**src/qpi_pkg.sv**
```systemverilog
// qpi_pkg: shared types, constants, tables and the microprogram of the
// quaternion pose integrator. No dependencies.
package qpi_pkg;

	localparam int CORDIC_ITERATIONS = 24;
	localparam int CORDIC_STEPS = (CORDIC_ITERATIONS < 32) ? CORDIC_ITERATIONS : 32;

	localparam int DW = 64;          // register file word
	localparam int CW = 34;          // cordic datapath width
	localparam int MUL_B_W = 36;     // serial multiplier operand width
	localparam int DEN_W = 32;       // divider divisor width
	localparam int RF_AW = 6;
	localparam int RF_DEPTH = 1 << RF_AW;
	localparam int PC_W = 7;

	localparam logic [30:0] PI_Q29 = 31'h6487ED51;
	localparam logic [CW-1:0] CORDIC_GAIN_Q30 = 34'h026DD3B6A;
	localparam logic [DW-1:0] ONE_Q30 = 64'h0000_0000_4000_0000;
	localparam logic [15:0] ANG_DIV = 16'd46080;
	localparam logic [15:0] ANG_HALF = 16'd23040;

	// sign of each Hamilton product term, indexed component*4 + term
	localparam logic [15:0] QSIGN = 16'h428E;

	localparam logic [2:0] SEL_ROLL = 3'd0;
	localparam logic [2:0] SEL_HEADING = 3'd1;
	localparam logic [2:0] SEL_ATTITUDE = 3'd2;
	localparam logic [2:0] SEL_SIDE = 3'd0;
	localparam logic [2:0] SEL_UP = 3'd1;
	localparam logic [2:0] SEL_FWD = 3'd2;

	typedef enum logic [RF_AW-1:0] {
		R_C1, R_S1, R_C2, R_S2, R_C3, R_S3,
		R_C1C2, R_S1S2, R_S1C2, R_C1S2,
		R_RW, R_RX, R_RY, R_RZ,
		R_OW, R_OX, R_OY, R_OZ,
		R_QW, R_QX, R_QY, R_QZ,
		R_NW, R_NX, R_NY, R_NZ,
		R_MW, R_MX, R_MY, R_MZ,
		R_TW, R_TX, R_TY, R_TZ,
		R_KW, R_KX, R_KY, R_KZ,
		R_PX, R_PY, R_PZ,
		R_N2, R_NORM, R_RECIP
	} reg_t;

	typedef enum logic [3:0] {
		OP_ANG, OP_MUL, OP_LDACC, OP_MOV, OP_SQRT, OP_RECIP, OP_LDMV, OP_OUT, OP_END
	} op_t;

	typedef struct packed {
		op_t op;
		reg_t ra;
		reg_t rb;
		reg_t rd;
		logic [2:0] sel;
		logic neg;
		logic first;
		logic last;
		logic sat;
		logic raw;
		logic nrm;
	} instr_t;

	typedef enum logic [3:0] {
		ST_IDLE, ST_ISSUE, ST_EXEC, ST_HSTART, ST_HDIV, ST_CORW, ST_WBS, ST_MULW, ST_DSW
	} st_t;

	typedef struct packed {
		logic start;
		logic sqrt;
	} ds_req_t;

	function automatic logic [CW-1:0] atan_q30(logic [4:0] i);
		logic [CW-1:0] r;
		unique case (i)
			5'd0: r = 34'h03243F6A8;
			5'd1: r = 34'h01DAC6705;
			5'd2: r = 34'h00FADBAFC;
			5'd3: r = 34'h007F56EA6;
			5'd4: r = 34'h003FEAB76;
			5'd5: r = 34'h001FFD55B;
			5'd6: r = 34'h000FFFAAA;
			5'd7: r = 34'h0007FFF55;
			5'd8: r = 34'h0003FFFEA;
			5'd9: r = 34'h0001FFFFD;
			5'd10: r = 34'h0000FFFFF;
			5'd11: r = 34'h00007FFFF;
			5'd12: r = 34'h00003FFFF;
			5'd13: r = 34'h00001FFFF;
			5'd14: r = 34'h00000FFFF;
			5'd15: r = 34'h000007FFF;
			5'd16: r = 34'h000003FFF;
			5'd17: r = 34'h000001FFF;
			5'd18: r = 34'h000000FFF;
			5'd19: r = 34'h0000007FF;
			5'd20: r = 34'h0000003FF;
			5'd21: r = 34'h0000001FF;
			5'd22: r = 34'h0000000FF;
			5'd23: r = 34'h00000007F;
			5'd24: r = 34'h00000003F;
			5'd25: r = 34'h00000001F;
			5'd26: r = 34'h00000000F;
			5'd27: r = 34'h000000007;
			5'd28: r = 34'h000000003;
			5'd29: r = 34'h000000001;
			default: r = '0;
		endcase
		return r;
	endfunction

	function automatic logic [DW-1:0] sat32(logic [DW-1:0] v);
		logic [DW-1:0] r;
		if (!v[DW-1] && (v[DW-2:31] != '0))
			r = 64'h0000_0000_7FFF_FFFF;
		else if (v[DW-1] && (v[DW-2:31] != '1))
			r = 64'hFFFF_FFFF_8000_0000;
		else
			r = v;
		return r;
	endfunction

	function automatic reg_t radd(reg_t b, int k);
		return reg_t'(RF_AW'(int'(b) + k));
	endfunction

	function automatic instr_t mk(op_t op, reg_t ra, reg_t rb, reg_t rd, logic [2:0] sel,
			logic neg, logic first, logic last, logic sat, logic raw, logic nrm);
		instr_t r;
		r.op = op;
		r.ra = ra;
		r.rb = rb;
		r.rd = rd;
		r.sel = sel;
		r.neg = neg;
		r.first = first;
		r.last = last;
		r.sat = sat;
		r.raw = raw;
		r.nrm = nrm;
		return r;
	endfunction

	// term t of component c of the product a*b
	function automatic instr_t qterm(int c, int t, reg_t a, reg_t b, reg_t d,
			logic first_ok, logic sat);
		return mk(OP_MUL, radd(a, t), radd(b, c ^ t), d, 3'd0, QSIGN[c * 4 + t],
			first_ok && (t == 0), t == 3, sat, 1'b0, 1'b0);
	endfunction

	function automatic instr_t prog(logic [PC_W-1:0] pc);
		instr_t r;
		int p;
		int j;
		int k;
		int g;
		p = int'(pc);
		r = mk(OP_END, R_MW, R_MW, R_MW, 3'd0, 1'b0, 1'b0, 1'b0, 1'b0, 1'b0, 1'b0);
		if (p == 0)
			r = mk(OP_ANG, R_MW, R_S1, R_C1, SEL_HEADING, 1'b0, 1'b0, 1'b0, 1'b0, 1'b0, 1'b0);
		else if (p == 1)
			r = mk(OP_ANG, R_MW, R_S2, R_C2, SEL_ATTITUDE, 1'b0, 1'b0, 1'b0, 1'b0, 1'b0, 1'b0);
		else if (p == 2)
			r = mk(OP_ANG, R_MW, R_S3, R_C3, SEL_ROLL, 1'b0, 1'b0, 1'b0, 1'b0, 1'b0, 1'b0);
		else if (p == 3)
			r = mk(OP_MUL, R_C1, R_C2, R_C1C2, 3'd0, 1'b0, 1'b1, 1'b1, 1'b0, 1'b0, 1'b0);
		else if (p == 4)
			r = mk(OP_MUL, R_S1, R_S2, R_S1S2, 3'd0, 1'b0, 1'b1, 1'b1, 1'b0, 1'b0, 1'b0);
		else if (p == 5)
			r = mk(OP_MUL, R_S1, R_C2, R_S1C2, 3'd0, 1'b0, 1'b1, 1'b1, 1'b0, 1'b0, 1'b0);
		else if (p == 6)
			r = mk(OP_MUL, R_C1, R_S2, R_C1S2, 3'd0, 1'b0, 1'b1, 1'b1, 1'b0, 1'b0, 1'b0);
		else if (p == 7)
			r = mk(OP_MUL, R_C1C2, R_C3, R_RW, 3'd0, 1'b0, 1'b1, 1'b0, 1'b0, 1'b0, 1'b0);
		else if (p == 8)
			r = mk(OP_MUL, R_S1S2, R_S3, R_RW, 3'd0, 1'b1, 1'b0, 1'b1, 1'b0, 1'b0, 1'b0);
		else if (p == 9)
			r = mk(OP_MUL, R_C1C2, R_S3, R_RX, 3'd0, 1'b0, 1'b1, 1'b0, 1'b0, 1'b0, 1'b0);
		else if (p == 10)
			r = mk(OP_MUL, R_S1S2, R_C3, R_RX, 3'd0, 1'b0, 1'b0, 1'b1, 1'b0, 1'b0, 1'b0);
		else if (p == 11)
			r = mk(OP_MUL, R_S1C2, R_C3, R_RY, 3'd0, 1'b0, 1'b1, 1'b0, 1'b0, 1'b0, 1'b0);
		else if (p == 12)
			r = mk(OP_MUL, R_C1S2, R_S3, R_RY, 3'd0, 1'b0, 1'b0, 1'b1, 1'b0, 1'b0, 1'b0);
		else if (p == 13)
			r = mk(OP_MUL, R_C1S2, R_C3, R_RZ, 3'd0, 1'b0, 1'b1, 1'b0, 1'b0, 1'b0, 1'b0);
		else if (p == 14)
			r = mk(OP_MUL, R_S1C2, R_S3, R_RZ, 3'd0, 1'b1, 1'b0, 1'b1, 1'b0, 1'b0, 1'b0);
		else if (p < 31) begin
			j = p - 15;
			r = qterm(j / 4, j % 4, R_OW, R_RW, radd(R_QW, j / 4), 1'b1, 1'b1);
		end else if (p < 35) begin
			k = p - 31;
			r = mk(OP_MUL, radd(R_QW, k), radd(R_QW, k), R_N2, 3'd0, 1'b0,
				k == 0, k == 3, 1'b0, 1'b1, 1'b0);
		end else if (p == 35)
			r = mk(OP_SQRT, R_N2, R_MW, R_NORM, 3'd0, 1'b0, 1'b0, 1'b0, 1'b0, 1'b0, 1'b0);
		else if (p == 36)
			r = mk(OP_RECIP, R_NORM, R_MW, R_RECIP, 3'd0, 1'b0, 1'b0, 1'b0, 1'b0, 1'b0, 1'b0);
		else if (p < 41) begin
			k = p - 37;
			r = mk(OP_MUL, R_RECIP, radd(R_QW, k), radd(R_NW, k), 3'd0, 1'b0,
				1'b1, 1'b1, 1'b0, 1'b0, 1'b1);
		end else if (p < 45) begin
			k = p - 41;
			r = mk(OP_MOV, radd(R_NW, k), R_MW, radd(R_OW, k), 3'd0, 1'b0,
				1'b0, 1'b0, 1'b1, 1'b0, 1'b0);
		end else if (p < 48) begin
			k = p - 45;
			r = mk(OP_LDMV, R_MW, R_MW, radd(R_MX, k), 3'(k), k != 1,
				1'b0, 1'b0, 1'b0, 1'b0, 1'b0);
		end else if (p < 64) begin
			j = p - 48;
			r = qterm(j / 4, j % 4, R_NW, R_MW, radd(R_TW, j / 4), 1'b1, 1'b0);
		end else if (p < 68) begin
			k = p - 64;
			r = mk(OP_MOV, radd(R_NW, k), R_MW, radd(R_KW, k), 3'd0, k != 0,
				1'b0, 1'b0, 1'b0, 1'b0, 1'b0);
		end else if (p < 83) begin
			// position gets the rotated move added, one component per group of five
			j = p - 68;
			if (j < 5)
				g = 0;
			else if (j < 10)
				g = 1;
			else
				g = 2;
			k = j - 5 * g;
			if (k == 0)
				r = mk(OP_LDACC, radd(R_PX, g), R_MW, R_MW, 3'd0, 1'b0,
					1'b0, 1'b0, 1'b0, 1'b0, 1'b0);
			else
				r = qterm(g + 1, k - 1, R_TW, R_KW, radd(R_PX, g), 1'b0, 1'b1);
		end else if (p < 90) begin
			k = p - 83;
			r = mk(OP_OUT, (k < 4) ? radd(R_OW, k) : radd(R_PX, k - 4), R_MW, R_MW, 3'(k),
				1'b0, 1'b0, k == 6, 1'b0, 1'b0, 1'b0);
		end
		return r;
	endfunction

endpackage

```
**src/qpi_mul.sv**
```systemverilog
// qpi_mul: bit-serial signed multiplier, one bit of b per cycle, low 64 bits
// of the product, optionally rounded to Q30. Uses qpi_pkg.
module qpi_mul (
	input  logic                           clk,
	input  logic                           arst_n,
	input  logic                           start,
	input  logic                           raw,
	input  logic [qpi_pkg::DW-1:0]         a,
	input  logic [qpi_pkg::MUL_B_W-1:0]    b,
	output logic [qpi_pkg::DW-1:0]         res,
	output logic                           done
);

	localparam int CNT_W = $clog2(qpi_pkg::MUL_B_W);

	logic [qpi_pkg::DW-1:0] acc_q;
	logic [qpi_pkg::DW-1:0] a_q;
	logic [qpi_pkg::MUL_B_W-1:0] b_q;
	logic [CNT_W-1:0] cnt_q;
	logic busy_q;
	logic raw_q;
	logic done_q;
	logic [qpi_pkg::DW-1:0] rnd;

	always_ff @(posedge clk or negedge arst_n) begin
		if (!arst_n) begin
			busy_q <= 1'b0;
			done_q <= 1'b0;
			cnt_q <= '0;
		end else begin
			done_q <= 1'b0;
			if (start) begin
				busy_q <= 1'b1;
				cnt_q <= '0;
			end else if (busy_q) begin
				cnt_q <= cnt_q + 1'b1;
				if (cnt_q == CNT_W'(qpi_pkg::MUL_B_W - 1)) begin
					busy_q <= 1'b0;
					done_q <= 1'b1;
				end
			end
		end
	end

	// sign bit of b carries negative weight
	always_ff @(posedge clk) begin
		if (start) begin
			acc_q <= '0;
			a_q <= a;
			b_q <= b;
			raw_q <= raw;
		end else if (busy_q) begin
			if (b_q[0]) begin
				if (cnt_q == CNT_W'(qpi_pkg::MUL_B_W - 1))
					acc_q <= acc_q - a_q;
				else
					acc_q <= acc_q + a_q;
			end
			a_q <= {a_q[qpi_pkg::DW-2:0], 1'b0};
			b_q <= {1'b0, b_q[qpi_pkg::MUL_B_W-1:1]};
		end
	end

	assign rnd = acc_q + 64'h0000_0000_2000_0000;
	assign res = raw_q ? acc_q : {{30{rnd[63]}}, rnd[63:30]};
	assign done = done_q;

endmodule

```
**config.mk**
```make
export PLATFORM = sky130hd
export DESIGN_NAME = qpi_mul
export DESIGN_NICKNAME = d
export VERILOG_FILES = /design/src/qpi_pkg.sv /design/src/qpi_mul.sv
export SDC_FILE = /design/constraint.sdc
export NUM_CORES = 1
export LEC_CHECK = 0
export ABC_AREA = 1
export BUFFER_PORTS_ARGS = -buffer_cell sky130_fd_sc_hd__buf_2
export CORE_ASPECT_RATIO = 0.6
export CORE_MARGIN = 3
export CORE_UTILIZATION = 45
export CTS_CLUSTER_SIZE = 12
export DETAILED_ROUTE_END_ITERATION = 16
export PLACE_DENSITY = 0.66
export RECOVER_POWER = 25
export SYNTH_ARGS = -nofsm -noshare
export SYNTH_HDL_FRONTEND = slang
export SYNTH_SLANG_ARGS = --single-unit
export TNS_END_PERCENT = 10
```
**constraint.sdc**
```tcl
create_clock -name clk -period 3.4 [get_ports clk]
set_clock_uncertainty 0.2 [all_clocks]
set_input_delay 0.34 -clock clk [delete_from_list [all_inputs] [get_ports clk]]
set_output_delay 0.34 -clock clk [all_outputs]
set_load 0.005 [all_outputs]
```
==> results.json <==
{
  "wl_mm": 70.2,
  "whs_ns": 0.0280,
  "vias_per_cell": 5.38,
  "period_minus_slack_ns": 3.99,
  "die_w_um": 244,
  "postRouteAntennaNets": 0,
  "setup_violations": 48,
  "reg2regPathDepth": 26,
  "die_y_um": 149,
  "antenna_found_initial": 4,
  "synth_edf_count": 101,
  "grtUsageTotal_pct": 37.3,
  "fin_tns_setup_ns": -17.60,
  "async_reset_ff_share_pct": 4.62,
  "leakagePower_uw": 0.0112,
  "dieArea_um2": 36400,
  "peakVddDrop_mv": 0.419,
  "drc": 0,
  "start_util_pct": 46.5,
  "criticalPathCategory": "reg2reg",
  "outcome": "finished, violations left",
  "required_ns": 3.56,
  "worstSetupStartpointType": "flip-flop",
  "core_area_um2": 33000,
  "setup_slack_ns": -0.594,
  "overflow": 0,
  "powerDensity_nw_per_um2": 395,
  "numCtsBuffers": 17,
  "route.vias.total": 19100,
  "cts.root.buffer_cell": "clkbuf_16",
  "first_pass_iters": 6,
  "syn_area_um2": 15300,
  "ys_seq_area_share_pct": 29.4,
  "clock-sinks": 173,
  "hold_viol": 0,
  "grt_pass1_vias": 17600,
  "crit_path_max_fanout": 5,
  "fmax_mhz": 250,
  "maxCapViolCount": 2,
  "placementRows": 51,
  "min_period_over_period_pct": 117,
  "endpoint_kind": "flip-flop",
  "fin_nets": 3253,
  "tritoncts": "done",
  "syn-instance-count": 2417,
  "clk_latency_ns": 0.48,
  "synth_cell_types": 46,
  "wl_per_cell_um": 19.8,
  "synth_ff_type": "edfxtp_1",
  "min_from": "a[56]",
  "hold_class": "in2reg",
  "clkTransAtPathRegs_ns": 0.09,
  "slew_headroom_pct": -11.0,
  "worst_slew_pin_slew_ns": 1.67,
  "cts.htree.levels": 4,
  "dpl.hpwl_mm": 54.4,
  "final-max-slew-violation-count": 101,
  "diodes": 0,
  "synth-seq-cells": 173,
  "failed_checks": "max-capacitance violations, max-slew violations, negative setup slack",
  "grt_pass1_wl_mm": 102,
  "cts_buffer_depth": 2,
  "drive_above_1_share_pct": 31.8,
  "min_path_cells": 3,
  "syn_to_final_growth_pct": 49.1,
  "io_pins": 169,
  "timing.rr.start": "a_q[0]",
  "crit_start": "a_q[0]",
  "place_congestion": 1.04,
  "syn_nets": 2588,
  "grt_start_max_net_pins": 149,
  "io_buffer_count": 168,
  "crit_arrival_ns": 4.15,
  "ys_warn_count": 0,
  "avgSynthCellArea_um2": 6.34,
  "drt_iter0_drc": 2147,
  "rsz0062_at_grt": "true"
}
## synth_stat cells, types with 18 or more instances
library cell  count  area share (%)
o21ai_0         177             5.8
nand4_1          34             1.4
xor2_1          109             6.2
nor3_1           45             1.5
ha_1             66             5.4
nand2_1         681              17
nor2_1          299             7.3
a21oi_1         156             5.1
o21bai_1         18            0.88
inv_1           368             9.0
o21ai_2          32             1.8
nand3_1         114             3.7
edfxtp_1        101              20
clkbuf_1         49             1.2
dfxtp_1          64             8.4
## sequential cells by signal, indices dropped and copies added (netlist names)
| register | flops |
|---|---|
| a_q | 64 |
| acc_q | 64 |
| raw_q | 1 |
| b_q | 36 |
| busy_q | 1 |
| cnt_q | 6 |
| done | 1 |
## per-stage QoR
step	total power, uW	instances	util (%)	area, um2	setup WS [ns]
detailed placement	6200	3388	59.7	19700	-0.680
global route	9410	3545	69.3	22900	-0.803
finish	9040	3545	69.3	22900	-0.594
global placement	6140	3388	59.7	19700	-0.600
CTS	8600	3535	66.9	22100	-0.412
floorplan	4350	2417	-	15300	-0.0893
## placed cells by master (no fill, tap or decap), types with 90 or more instances in the layout
master | netlist | layout
nand2_1 | 681 | 633
buf_4 | 0 | 426
inv_1 | 368 | 360
nor2_1 | 299 | 220
buf_2 | 2 | 166
o21ai_0 | 177 | 148
a21oi_1 | 156 | 112
edfxtp_1 | 101 | 101
dlygate4sd3_1 | 0 | 101
nand3_1 | 114 | 95
xor2_1 | 109 | 90
## worst paths after layout
kind	endpoint	slack, ns
hold / removal	a_q[56]	0.03
max in group asynchronous	busy_q	2.54
hold reg to reg	b_q[13]	0.32
min in group asynchronous	cnt_q[4]	0.13
setup reg to reg	acc_q[61]	-0.59
setup / recovery	acc_q[61]	-0.59
## per-layer routing
layer / GRT usage [%] / wire, um / up-vias
met4: 8.69 / 1610 / 6
met5: 0 / 41 / -
met3: 16.9 / 10300 / 123
met1: 53.1 / 31100 / 8832
li1: - / - / 9066
met2: 51.1 / 27200 / 1032
## critical path, cell delays in order, from the launching register on
cell and delay, ns:
edfxtp_1 0.42, inv_2 0.13, ha_4 0.16, nand3_4 0.08, nor2_4 0.11, nand2_2 0.08, nor2_2 0.10, nand3_2 0.10
nor2_4 0.23, a31oi_1 0.14, xor2_1 0.32, ha_1 0.37, nand2_1 0.11, nand2_1 0.09, buf_4 0.14, nand3_1 0.07
nand3_1 0.14, nand2_1 0.10, nand2_1 0.09, nand2_1 0.07, nand2_1 0.10, a21oi_2 0.19, nand2_1 0.07, nand2_1 0.07
nand3_2 0.09, nand2_1 0.08, inv_1 0.03
## logic make-up after synthesis
kind of cell    synth area share (%)
simple gates                    32.9
compound gates                  14.6
fa+ha+maj                       5.52
flops                           29.4
xor+xnor                        6.51
buf+inv                         11.0
## report_power, final
part,switching [uW],internal (uW)
clock,1120,1000
combinational,2390,1790
sequential,283,2450
total,3790,5250
## timing repair
action                                  4_1_cts  5_1_grt
resized for setup                           172      187
endpoints found under the setup margin       74       82
hold endpoints to repair                    108        0
setup buffers                                14       10
hold buffers                                101        0
pin swaps                                    33       36
## layout make-up
type	instances	area (um2)
Inverter	373	1400
Sequential cell	173	4530
Clock inverter	15	188
Multi-Input combinational cell	1807	10500
Timing Repair Buffer	710	5260
Tap cell	450	563
Fill cell	2788	10100
Clock buffer	17	425
Note: power is estimated with default switching activity, not from simulation.
