<file path="config.mk">
export PLATFORM = sky130hd
export DESIGN_NAME = qpi_divsqrt
export DESIGN_NICKNAME = d
export VERILOG_FILES = /design/src/qpi_pkg.sv /design/src/qpi_divsqrt.sv
export SDC_FILE = /design/constraint.sdc
export NUM_CORES = 1
export LEC_CHECK = 0
export ABC_AREA = 1
export BUFFER_PORTS_ARGS = -buffer_cell sky130_fd_sc_hd__buf_2
export CORE_MARGIN = 3
export CORE_UTILIZATION = 55
export DETAILED_ROUTE_END_ITERATION = 8
export GPL_ROUTABILITY_DRIVEN = 0
export MAX_ROUTING_LAYER = met4
export PLACE_DENSITY_LB_ADDON = 0.05
export REMOVE_ABC_BUFFERS = 1
export SYNTH_ARGS = -nofsm -noshare
export SYNTH_HDL_FRONTEND = slang
export SYNTH_SLANG_ARGS = --single-unit
</file>
<file path="constraint.sdc">
create_clock -name clk -period 4.2 [get_ports clk]
set_clock_uncertainty 0.05 [all_clocks]
set_input_delay 0.84 -clock clk [delete_from_list [all_inputs] [get_ports clk]]
set_output_delay 0.84 -clock clk [all_outputs]
set_load 0.01 [all_outputs]
</file>
<file path="src/qpi_pkg.sv">
// qpi_pkg: shared types, constants, tables and the microprogram of the
// quaternion pose integrator. No dependencies.
package qpi_pkg;

	localparam int CORDIC_ITERATIONS = 24;
	localparam int CORDIC_STEPS = (CORDIC_ITERATIONS < 32) ? CORDIC_ITERATIONS : 32;

	localparam int DW = 64;          // register file word
	localparam int CW = 34;          // cordic datapath width
	localparam int MUL_B_W = 36;     // serial multiplier operand width
	localparam int DEN_W = 32;       // divider divisor width
	localparam int RF_AW = 6;
	localparam int RF_DEPTH = 1 << RF_AW;
	localparam int PC_W = 7;

	localparam logic [30:0] PI_Q29 = 31'h6487ED51;
	localparam logic [CW-1:0] CORDIC_GAIN_Q30 = 34'h026DD3B6A;
	localparam logic [DW-1:0] ONE_Q30 = 64'h0000_0000_4000_0000;
	localparam logic [15:0] ANG_DIV = 16'd46080;
	localparam logic [15:0] ANG_HALF = 16'd23040;

	// sign of each Hamilton product term, indexed component*4 + term
	localparam logic [15:0] QSIGN = 16'h428E;

	localparam logic [2:0] SEL_ROLL = 3'd0;
	localparam logic [2:0] SEL_HEADING = 3'd1;
	localparam logic [2:0] SEL_ATTITUDE = 3'd2;
	localparam logic [2:0] SEL_SIDE = 3'd0;
	localparam logic [2:0] SEL_UP = 3'd1;
	localparam logic [2:0] SEL_FWD = 3'd2;

	typedef enum logic [RF_AW-1:0] {
		R_C1, R_S1, R_C2, R_S2, R_C3, R_S3,
		R_C1C2, R_S1S2, R_S1C2, R_C1S2,
		R_RW, R_RX, R_RY, R_RZ,
		R_OW, R_OX, R_OY, R_OZ,
		R_QW, R_QX, R_QY, R_QZ,
		R_NW, R_NX, R_NY, R_NZ,
		R_MW, R_MX, R_MY, R_MZ,
		R_TW, R_TX, R_TY, R_TZ,
		R_KW, R_KX, R_KY, R_KZ,
		R_PX, R_PY, R_PZ,
		R_N2, R_NORM, R_RECIP
	} reg_t;

	typedef enum logic [3:0] {
		OP_ANG, OP_MUL, OP_LDACC, OP_MOV, OP_SQRT, OP_RECIP, OP_LDMV, OP_OUT, OP_END
	} op_t;

	typedef struct packed {
		op_t op;
		reg_t ra;
		reg_t rb;
		reg_t rd;
		logic [2:0] sel;
		logic neg;
		logic first;
		logic last;
		logic sat;
		logic raw;
		logic nrm;
	} instr_t;

	typedef enum logic [3:0] {
		ST_IDLE, ST_ISSUE, ST_EXEC, ST_HSTART, ST_HDIV, ST_CORW, ST_WBS, ST_MULW, ST_DSW
	} st_t;

	typedef struct packed {
		logic start;
		logic sqrt;
	} ds_req_t;

	function automatic logic [CW-1:0] atan_q30(logic [4:0] i);
		logic [CW-1:0] r;
		unique case (i)
			5'd0: r = 34'h03243F6A8;
			5'd1: r = 34'h01DAC6705;
			5'd2: r = 34'h00FADBAFC;
			5'd3: r = 34'h007F56EA6;
			5'd4: r = 34'h003FEAB76;
			5'd5: r = 34'h001FFD55B;
			5'd6: r = 34'h000FFFAAA;
			5'd7: r = 34'h0007FFF55;
			5'd8: r = 34'h0003FFFEA;
			5'd9: r = 34'h0001FFFFD;
			5'd10: r = 34'h0000FFFFF;
			5'd11: r = 34'h00007FFFF;
			5'd12: r = 34'h00003FFFF;
			5'd13: r = 34'h00001FFFF;
			5'd14: r = 34'h00000FFFF;
			5'd15: r = 34'h000007FFF;
			5'd16: r = 34'h000003FFF;
			5'd17: r = 34'h000001FFF;
			5'd18: r = 34'h000000FFF;
			5'd19: r = 34'h0000007FF;
			5'd20: r = 34'h0000003FF;
			5'd21: r = 34'h0000001FF;
			5'd22: r = 34'h0000000FF;
			5'd23: r = 34'h00000007F;
			5'd24: r = 34'h00000003F;
			5'd25: r = 34'h00000001F;
			5'd26: r = 34'h00000000F;
			5'd27: r = 34'h000000007;
			5'd28: r = 34'h000000003;
			5'd29: r = 34'h000000001;
			default: r = '0;
		endcase
		return r;
	endfunction

	function automatic logic [DW-1:0] sat32(logic [DW-1:0] v);
		logic [DW-1:0] r;
		if (!v[DW-1] && (v[DW-2:31] != '0))
			r = 64'h0000_0000_7FFF_FFFF;
		else if (v[DW-1] && (v[DW-2:31] != '1))
			r = 64'hFFFF_FFFF_8000_0000;
		else
			r = v;
		return r;
	endfunction

	function automatic reg_t radd(reg_t b, int k);
		return reg_t'(RF_AW'(int'(b) + k));
	endfunction

	function automatic instr_t mk(op_t op, reg_t ra, reg_t rb, reg_t rd, logic [2:0] sel,
			logic neg, logic first, logic last, logic sat, logic raw, logic nrm);
		instr_t r;
		r.op = op;
		r.ra = ra;
		r.rb = rb;
		r.rd = rd;
		r.sel = sel;
		r.neg = neg;
		r.first = first;
		r.last = last;
		r.sat = sat;
		r.raw = raw;
		r.nrm = nrm;
		return r;
	endfunction

	// term t of component c of the product a*b
	function automatic instr_t qterm(int c, int t, reg_t a, reg_t b, reg_t d,
			logic first_ok, logic sat);
		return mk(OP_MUL, radd(a, t), radd(b, c ^ t), d, 3'd0, QSIGN[c * 4 + t],
			first_ok && (t == 0), t == 3, sat, 1'b0, 1'b0);
	endfunction

	function automatic instr_t prog(logic [PC_W-1:0] pc);
		instr_t r;
		int p;
		int j;
		int k;
		int g;
		p = int'(pc);
		r = mk(OP_END, R_MW, R_MW, R_MW, 3'd0, 1'b0, 1'b0, 1'b0, 1'b0, 1'b0, 1'b0);
		if (p == 0)
			r = mk(OP_ANG, R_MW, R_S1, R_C1, SEL_HEADING, 1'b0, 1'b0, 1'b0, 1'b0, 1'b0, 1'b0);
		else if (p == 1)
			r = mk(OP_ANG, R_MW, R_S2, R_C2, SEL_ATTITUDE, 1'b0, 1'b0, 1'b0, 1'b0, 1'b0, 1'b0);
		else if (p == 2)
			r = mk(OP_ANG, R_MW, R_S3, R_C3, SEL_ROLL, 1'b0, 1'b0, 1'b0, 1'b0, 1'b0, 1'b0);
		else if (p == 3)
			r = mk(OP_MUL, R_C1, R_C2, R_C1C2, 3'd0, 1'b0, 1'b1, 1'b1, 1'b0, 1'b0, 1'b0);
		else if (p == 4)
			r = mk(OP_MUL, R_S1, R_S2, R_S1S2, 3'd0, 1'b0, 1'b1, 1'b1, 1'b0, 1'b0, 1'b0);
		else if (p == 5)
			r = mk(OP_MUL, R_S1, R_C2, R_S1C2, 3'd0, 1'b0, 1'b1, 1'b1, 1'b0, 1'b0, 1'b0);
		else if (p == 6)
			r = mk(OP_MUL, R_C1, R_S2, R_C1S2, 3'd0, 1'b0, 1'b1, 1'b1, 1'b0, 1'b0, 1'b0);
		else if (p == 7)
			r = mk(OP_MUL, R_C1C2, R_C3, R_RW, 3'd0, 1'b0, 1'b1, 1'b0, 1'b0, 1'b0, 1'b0);
		else if (p == 8)
			r = mk(OP_MUL, R_S1S2, R_S3, R_RW, 3'd0, 1'b1, 1'b0, 1'b1, 1'b0, 1'b0, 1'b0);
		else if (p == 9)
			r = mk(OP_MUL, R_C1C2, R_S3, R_RX, 3'd0, 1'b0, 1'b1, 1'b0, 1'b0, 1'b0, 1'b0);
		else if (p == 10)
			r = mk(OP_MUL, R_S1S2, R_C3, R_RX, 3'd0, 1'b0, 1'b0, 1'b1, 1'b0, 1'b0, 1'b0);
		else if (p == 11)
			r = mk(OP_MUL, R_S1C2, R_C3, R_RY, 3'd0, 1'b0, 1'b1, 1'b0, 1'b0, 1'b0, 1'b0);
		else if (p == 12)
			r = mk(OP_MUL, R_C1S2, R_S3, R_RY, 3'd0, 1'b0, 1'b0, 1'b1, 1'b0, 1'b0, 1'b0);
		else if (p == 13)
			r = mk(OP_MUL, R_C1S2, R_C3, R_RZ, 3'd0, 1'b0, 1'b1, 1'b0, 1'b0, 1'b0, 1'b0);
		else if (p == 14)
			r = mk(OP_MUL, R_S1C2, R_S3, R_RZ, 3'd0, 1'b1, 1'b0, 1'b1, 1'b0, 1'b0, 1'b0);
		else if (p < 31) begin
			j = p - 15;
			r = qterm(j / 4, j % 4, R_OW, R_RW, radd(R_QW, j / 4), 1'b1, 1'b1);
		end else if (p < 35) begin
			k = p - 31;
			r = mk(OP_MUL, radd(R_QW, k), radd(R_QW, k), R_N2, 3'd0, 1'b0,
				k == 0, k == 3, 1'b0, 1'b1, 1'b0);
		end else if (p == 35)
			r = mk(OP_SQRT, R_N2, R_MW, R_NORM, 3'd0, 1'b0, 1'b0, 1'b0, 1'b0, 1'b0, 1'b0);
		else if (p == 36)
			r = mk(OP_RECIP, R_NORM, R_MW, R_RECIP, 3'd0, 1'b0, 1'b0, 1'b0, 1'b0, 1'b0, 1'b0);
		else if (p < 41) begin
			k = p - 37;
			r = mk(OP_MUL, R_RECIP, radd(R_QW, k), radd(R_NW, k), 3'd0, 1'b0,
				1'b1, 1'b1, 1'b0, 1'b0, 1'b1);
		end else if (p < 45) begin
			k = p - 41;
			r = mk(OP_MOV, radd(R_NW, k), R_MW, radd(R_OW, k), 3'd0, 1'b0,
				1'b0, 1'b0, 1'b1, 1'b0, 1'b0);
		end else if (p < 48) begin
			k = p - 45;
			r = mk(OP_LDMV, R_MW, R_MW, radd(R_MX, k), 3'(k), k != 1,
				1'b0, 1'b0, 1'b0, 1'b0, 1'b0);
		end else if (p < 64) begin
			j = p - 48;
			r = qterm(j / 4, j % 4, R_NW, R_MW, radd(R_TW, j / 4), 1'b1, 1'b0);
		end else if (p < 68) begin
			k = p - 64;
			r = mk(OP_MOV, radd(R_NW, k), R_MW, radd(R_KW, k), 3'd0, k != 0,
				1'b0, 1'b0, 1'b0, 1'b0, 1'b0);
		end else if (p < 83) begin
			// position gets the rotated move added, one component per group of five
			j = p - 68;
			if (j < 5)
				g = 0;
			else if (j < 10)
				g = 1;
			else
				g = 2;
			k = j - 5 * g;
			if (k == 0)
				r = mk(OP_LDACC, radd(R_PX, g), R_MW, R_MW, 3'd0, 1'b0,
					1'b0, 1'b0, 1'b0, 1'b0, 1'b0);
			else
				r = qterm(g + 1, k - 1, R_TW, R_KW, radd(R_PX, g), 1'b0, 1'b1);
		end else if (p < 90) begin
			k = p - 83;
			r = mk(OP_OUT, (k < 4) ? radd(R_OW, k) : radd(R_PX, k - 4), R_MW, R_MW, 3'(k),
				1'b0, 1'b0, k == 6, 1'b0, 1'b0, 1'b0);
		end
		return r;
	endfunction

endpackage

</file>
<file path="src/qpi_divsqrt.sv">
// qpi_divsqrt: restoring unsigned divider (one quotient bit a cycle) and
// integer square root (one root bit a cycle). Uses qpi_pkg.
module qpi_divsqrt (
	input  logic                           clk,
	input  logic                           arst_n,
	input  qpi_pkg::ds_req_t               req,
	input  logic [qpi_pkg::DW-1:0]         num,
	input  logic [qpi_pkg::DEN_W-1:0]      den,
	output logic [qpi_pkg::DW-1:0]         res,
	output logic                           done
);

	logic [qpi_pkg::DW-1:0] num_q;
	logic [qpi_pkg::DW-1:0] quo_q;
	logic [qpi_pkg::DEN_W-1:0] den_q;
	logic [qpi_pkg::DEN_W:0] rem_q;
	logic [35:0] srem_q;
	logic [31:0] root_q;
	logic [6:0] cnt_q;
	logic busy_q;
	logic sqrt_q;
	logic done_q;

	logic [qpi_pkg::DEN_W:0] dsh;
	logic [35:0] ssh;
	logic [35:0] trial;
	logic last;

	assign dsh = {rem_q[qpi_pkg::DEN_W-1:0], num_q[qpi_pkg::DW-1]};
	assign ssh = {srem_q[33:0], num_q[qpi_pkg::DW-1:qpi_pkg::DW-2]};
	assign trial = {2'b00, root_q, 2'b01};
	assign last = sqrt_q ? (cnt_q == 7'd31) : (cnt_q == 7'(qpi_pkg::DW - 1));

	always_ff @(posedge clk or negedge arst_n) begin
		if (!arst_n) begin
			busy_q <= 1'b0;
			done_q <= 1'b0;
			cnt_q <= '0;
		end else begin
			done_q <= 1'b0;
			if (req.start) begin
				busy_q <= 1'b1;
				cnt_q <= '0;
			end else if (busy_q) begin
				cnt_q <= cnt_q + 1'b1;
				if (last) begin
					busy_q <= 1'b0;
					done_q <= 1'b1;
				end
			end
		end
	end

	always_ff @(posedge clk) begin
		if (req.start) begin
			num_q <= num;
			den_q <= den;
			sqrt_q <= req.sqrt;
			rem_q <= '0;
			srem_q <= '0;
			quo_q <= '0;
			root_q <= '0;
		end else if (busy_q) begin
			if (sqrt_q) begin
				num_q <= {num_q[qpi_pkg::DW-3:0], 2'b00};
				if (ssh >= trial) begin
					srem_q <= ssh - trial;
					root_q <= {root_q[30:0], 1'b1};
				end else begin
					srem_q <= ssh;
					root_q <= {root_q[30:0], 1'b0};
				end
			end else begin
				num_q <= {num_q[qpi_pkg::DW-2:0], 1'b0};
				if (dsh >= {1'b0, den_q}) begin
					rem_q <= dsh - {1'b0, den_q};
					quo_q <= {quo_q[qpi_pkg::DW-2:0], 1'b1};
				end else begin
					rem_q <= dsh;
					quo_q <= {quo_q[qpi_pkg::DW-2:0], 1'b0};
				end
			end
		end
	end

	assign res = sqrt_q ? {32'b0, root_q} : quo_q;
	assign done = done_q;

endmodule

</file>
==> results.toml <==
[global_routing]
grt-ovfl-total = 0
grt_first_pass_wirelength_mm = 70.5
grt_pass1_vias = 14600
antenna_found_initial = 8
grtUsageTotal_pct = 27.3
grt_max_degree = 107

[synth]
netlist-cell-type-count = 36
synth_fa_ha_area_share_pct = 5.21
yosys_warnings = 0
netlist_instances = 2465
synth_seq_cells = 268
synthMuxAreaShare_pct = 0
synth-simple-area-share_pct = 28.1
synth_compound_area_share_pct = 14.9
syn_area_per_cell_um2 = 6.69
seq_area_frac_synth_pct = 38.7
synthXorXnorAreaFrac_pct = 1.75
synth_top_family_by_area = "simple AND/OR/NAND/NOR gates"
netlist_area_um2 = 16500

[cts]
cts_tree = "done"
htreeDepth = 1
cts_resized = 0
cts-root-buf = "clkbuf_16"
clock_sinks = 268
cts_buffers = 31
cts.path.max_buffers = 3
hold_buffers = 0
postCtsSetupBuffers = 0
worstSkewPairLatency_ns = 0.57
clk_pin_slew_ns = 0.06

[detailed_routing]
wl_per_cell_um = 14.6
drc_errors = 0
routed_wl_mm = 43.5
ant_nets = 0
dr.pass1.iters = 5
first_iter_violations = 1280
num_vias = 15884
via_per_inst = 5.32

[timing]
hold_viol = 0
slew_headroom_pct = 31.3
slew_viol_final = 0
finalSetupViolations = 0
fmax_ghz = 0.329
hold_ws_ns = 0.0643
rsz0062_at_grt = "false"
period_share_pct = 72.4
worstMarginPinSlew_ns = 1.03
fin_crit_ns = 3.04

[layout]
seq_area_um2 = 6380
final_common_cell = "nand2_1"
final_cell_mix = "nand2_1 (653), inv_1 (366), a21oi_1 (283), nor2_1 (258), o21ai_0 (169)"
nFillCells = 2726
drive_gt1_share_pct = 9.69
syn2layout_area_growth_pct = 12.9
nNetsFinal = 2734
utilization_pct = 64.0
stdcell_area_um2 = 18600
multi_input_area_um2 = 8250

[die]
dieWidth_um = 179
fp.coreArea_um2 = 29100
die_h_um = 179
top_level_ports = 165
num_rows = 62
die_area_um2 = 32100
start_util_pct = 56.7

[job]
cap_violations = 0

[pwr]
seqPwrFrac_pct = 33.9
switching_share_pct = 37.5
peakVddDrop_mv = 0.379
p_clk_share_pct = 30.7
p_int_uw = 5850
leakage_uw = 0.00936
p_total_uw = 9360
cellPowerDensity_nw_per_um2 = 503
power_frac_comb_pct = 35.4
switchingPower_uw = 3510

[critical_path]
r2r_slack_ns = 1.23
path_buf_inv = 2
end_kind = "output port"
setup.worst_path.start_class = "flop"
cp_slowest_stage_delay_ns = 0.65
critPathArrivalTime_ns = 2.15
cp_max_fo = 48
worstPathRequired_ns = 3.31
slowest_stage = "edfxtp_1"
crit_type = "flop to output port"
crit_family = "flip-flops"
cp_cell_sequence = "buf_4 > nand2_1 > o21ai_0 > buf_2"

[hold_path]
holdCritPathClass = "input port to async pin"

[place]
place_area_um2 = 17500
io_buffers = 164
dp_hpwl_mm = 30.7

[status]
status = "finished, final reports clean"
==> state kept, by name (all words and copies together) (netlist names) <==
| signal | cells |
|---|---|
| done | 1 |
| srem_q | 34 |
| quo_q | 64 |
| root_q | 32 |
| den_q | 32 |
| sqrt_q | 1 |
| cnt_q | 7 |
| busy_q | 1 |
| num_q | 64 |
| rem_q | 32 |
==> power by group through the flow <==
stage | Combinational (uW) | Clock, uW | Sequential [uW]
after floorplan | 2410 | 0 | 3180
after global placement | 3240 | 0 | 3210
after detailed placement | 3250 | 0 | 3220
after CTS | 3270 | 2920 | 3170
after global routing | 3760 | 3020 | 3210
final | 3320 | 2870 | 3170
==> cell type report <==
| cell class | count | share of cell area, % |
|---|---|---|
| antenna | 8 | 0.108 |
| clock buffer | 45 | 4.95 |
| clock inverter | 13 | 0.988 |
| inverter | 372 | 7.54 |
| multi-input combinational | 1714 | 44.3 |
| sequential | 268 | 34.3 |
| tap | 384 | 2.58 |
| timing repair buffer | 179 | 5.23 |
==> synthesized netlist by cell type, drive strengths merged <==
master | number | area share, %
a21oi | 284 | 8.6
a31oi | 9 | 0.34
and2 | 3 | 0.11
and3 | 1 | 0.038
buf | 31 | 1.1
clkbuf | 80 | 1.8
clkinv | 1 | 0.023
dfrtp | 9 | 1.4
dfxtp | 162 | 20
edfxtp | 97 | 18
fa | 1 | 0.12
ha | 67 | 5.1
inv | 371 | 8.4
nand2 | 657 | 15
nand3 | 144 | 4.4
nand3b | 5 | 0.23
nand4 | 45 | 1.7
nor2 | 268 | 6.2
nor3 | 8 | 0.24
nor4 | 2 | 0.076
o21a | 1 | 0.046
o21ai | 171 | 5.2
o21bai | 14 | 0.64
or3 | 1 | 0.038
xnor2 | 10 | 0.53
xor2 | 23 | 1.2
==> routing by layer <==
metal	part of all wire, %	vias to the layer above	global-route usage (%)
li1	-	8111	-
met1	47	7214	38.0
met2	44	499	41.7
met3	7.5	60	4.45
met4	2.0	0	6.80
met5	0	-	-
==> stage by stage <==
step / TNS, ns / instances / setup slack [ns]
after floorplan: -452.44 / 2354 / -3.22
after global placement: 0 / 2917 / 1.29
after detailed placement: 0 / 2917 / 1.27
after CTS: 0 / 2975 / 1.13
after global routing: 0 / 2983 / 0.885
final: 0 / 2983 / 1.16
==> cell families (layout without fill, tap and decap cells) <==
group	after synthesis	in the layout
XOR/XNOR	33	33
adder cells (fa/ha/maj)	68	68
buffers and inverters	483	609
other	0	8
flip-flops	268	268
AND/OR/NAND/NOR	1134	1134
AO/OA/AOI/OAI	479	479
==> final timing paths <==
path                           start   endpoint  cells past startpoint
setup / recovery              sqrt_q    res[14]                      4
hold / removal                arst_n   cnt_q[2]                      1
setup reg to reg            den_q[8]  rem_q[28]                     14
hold reg to reg            quo_q[18]  quo_q[18]                      2
max in group asynchronous     arst_n   cnt_q[4]                      1
min in group clk             den[20]  den_q[20]                      1
No activity file was read; power rests on OpenSTA's default activity.
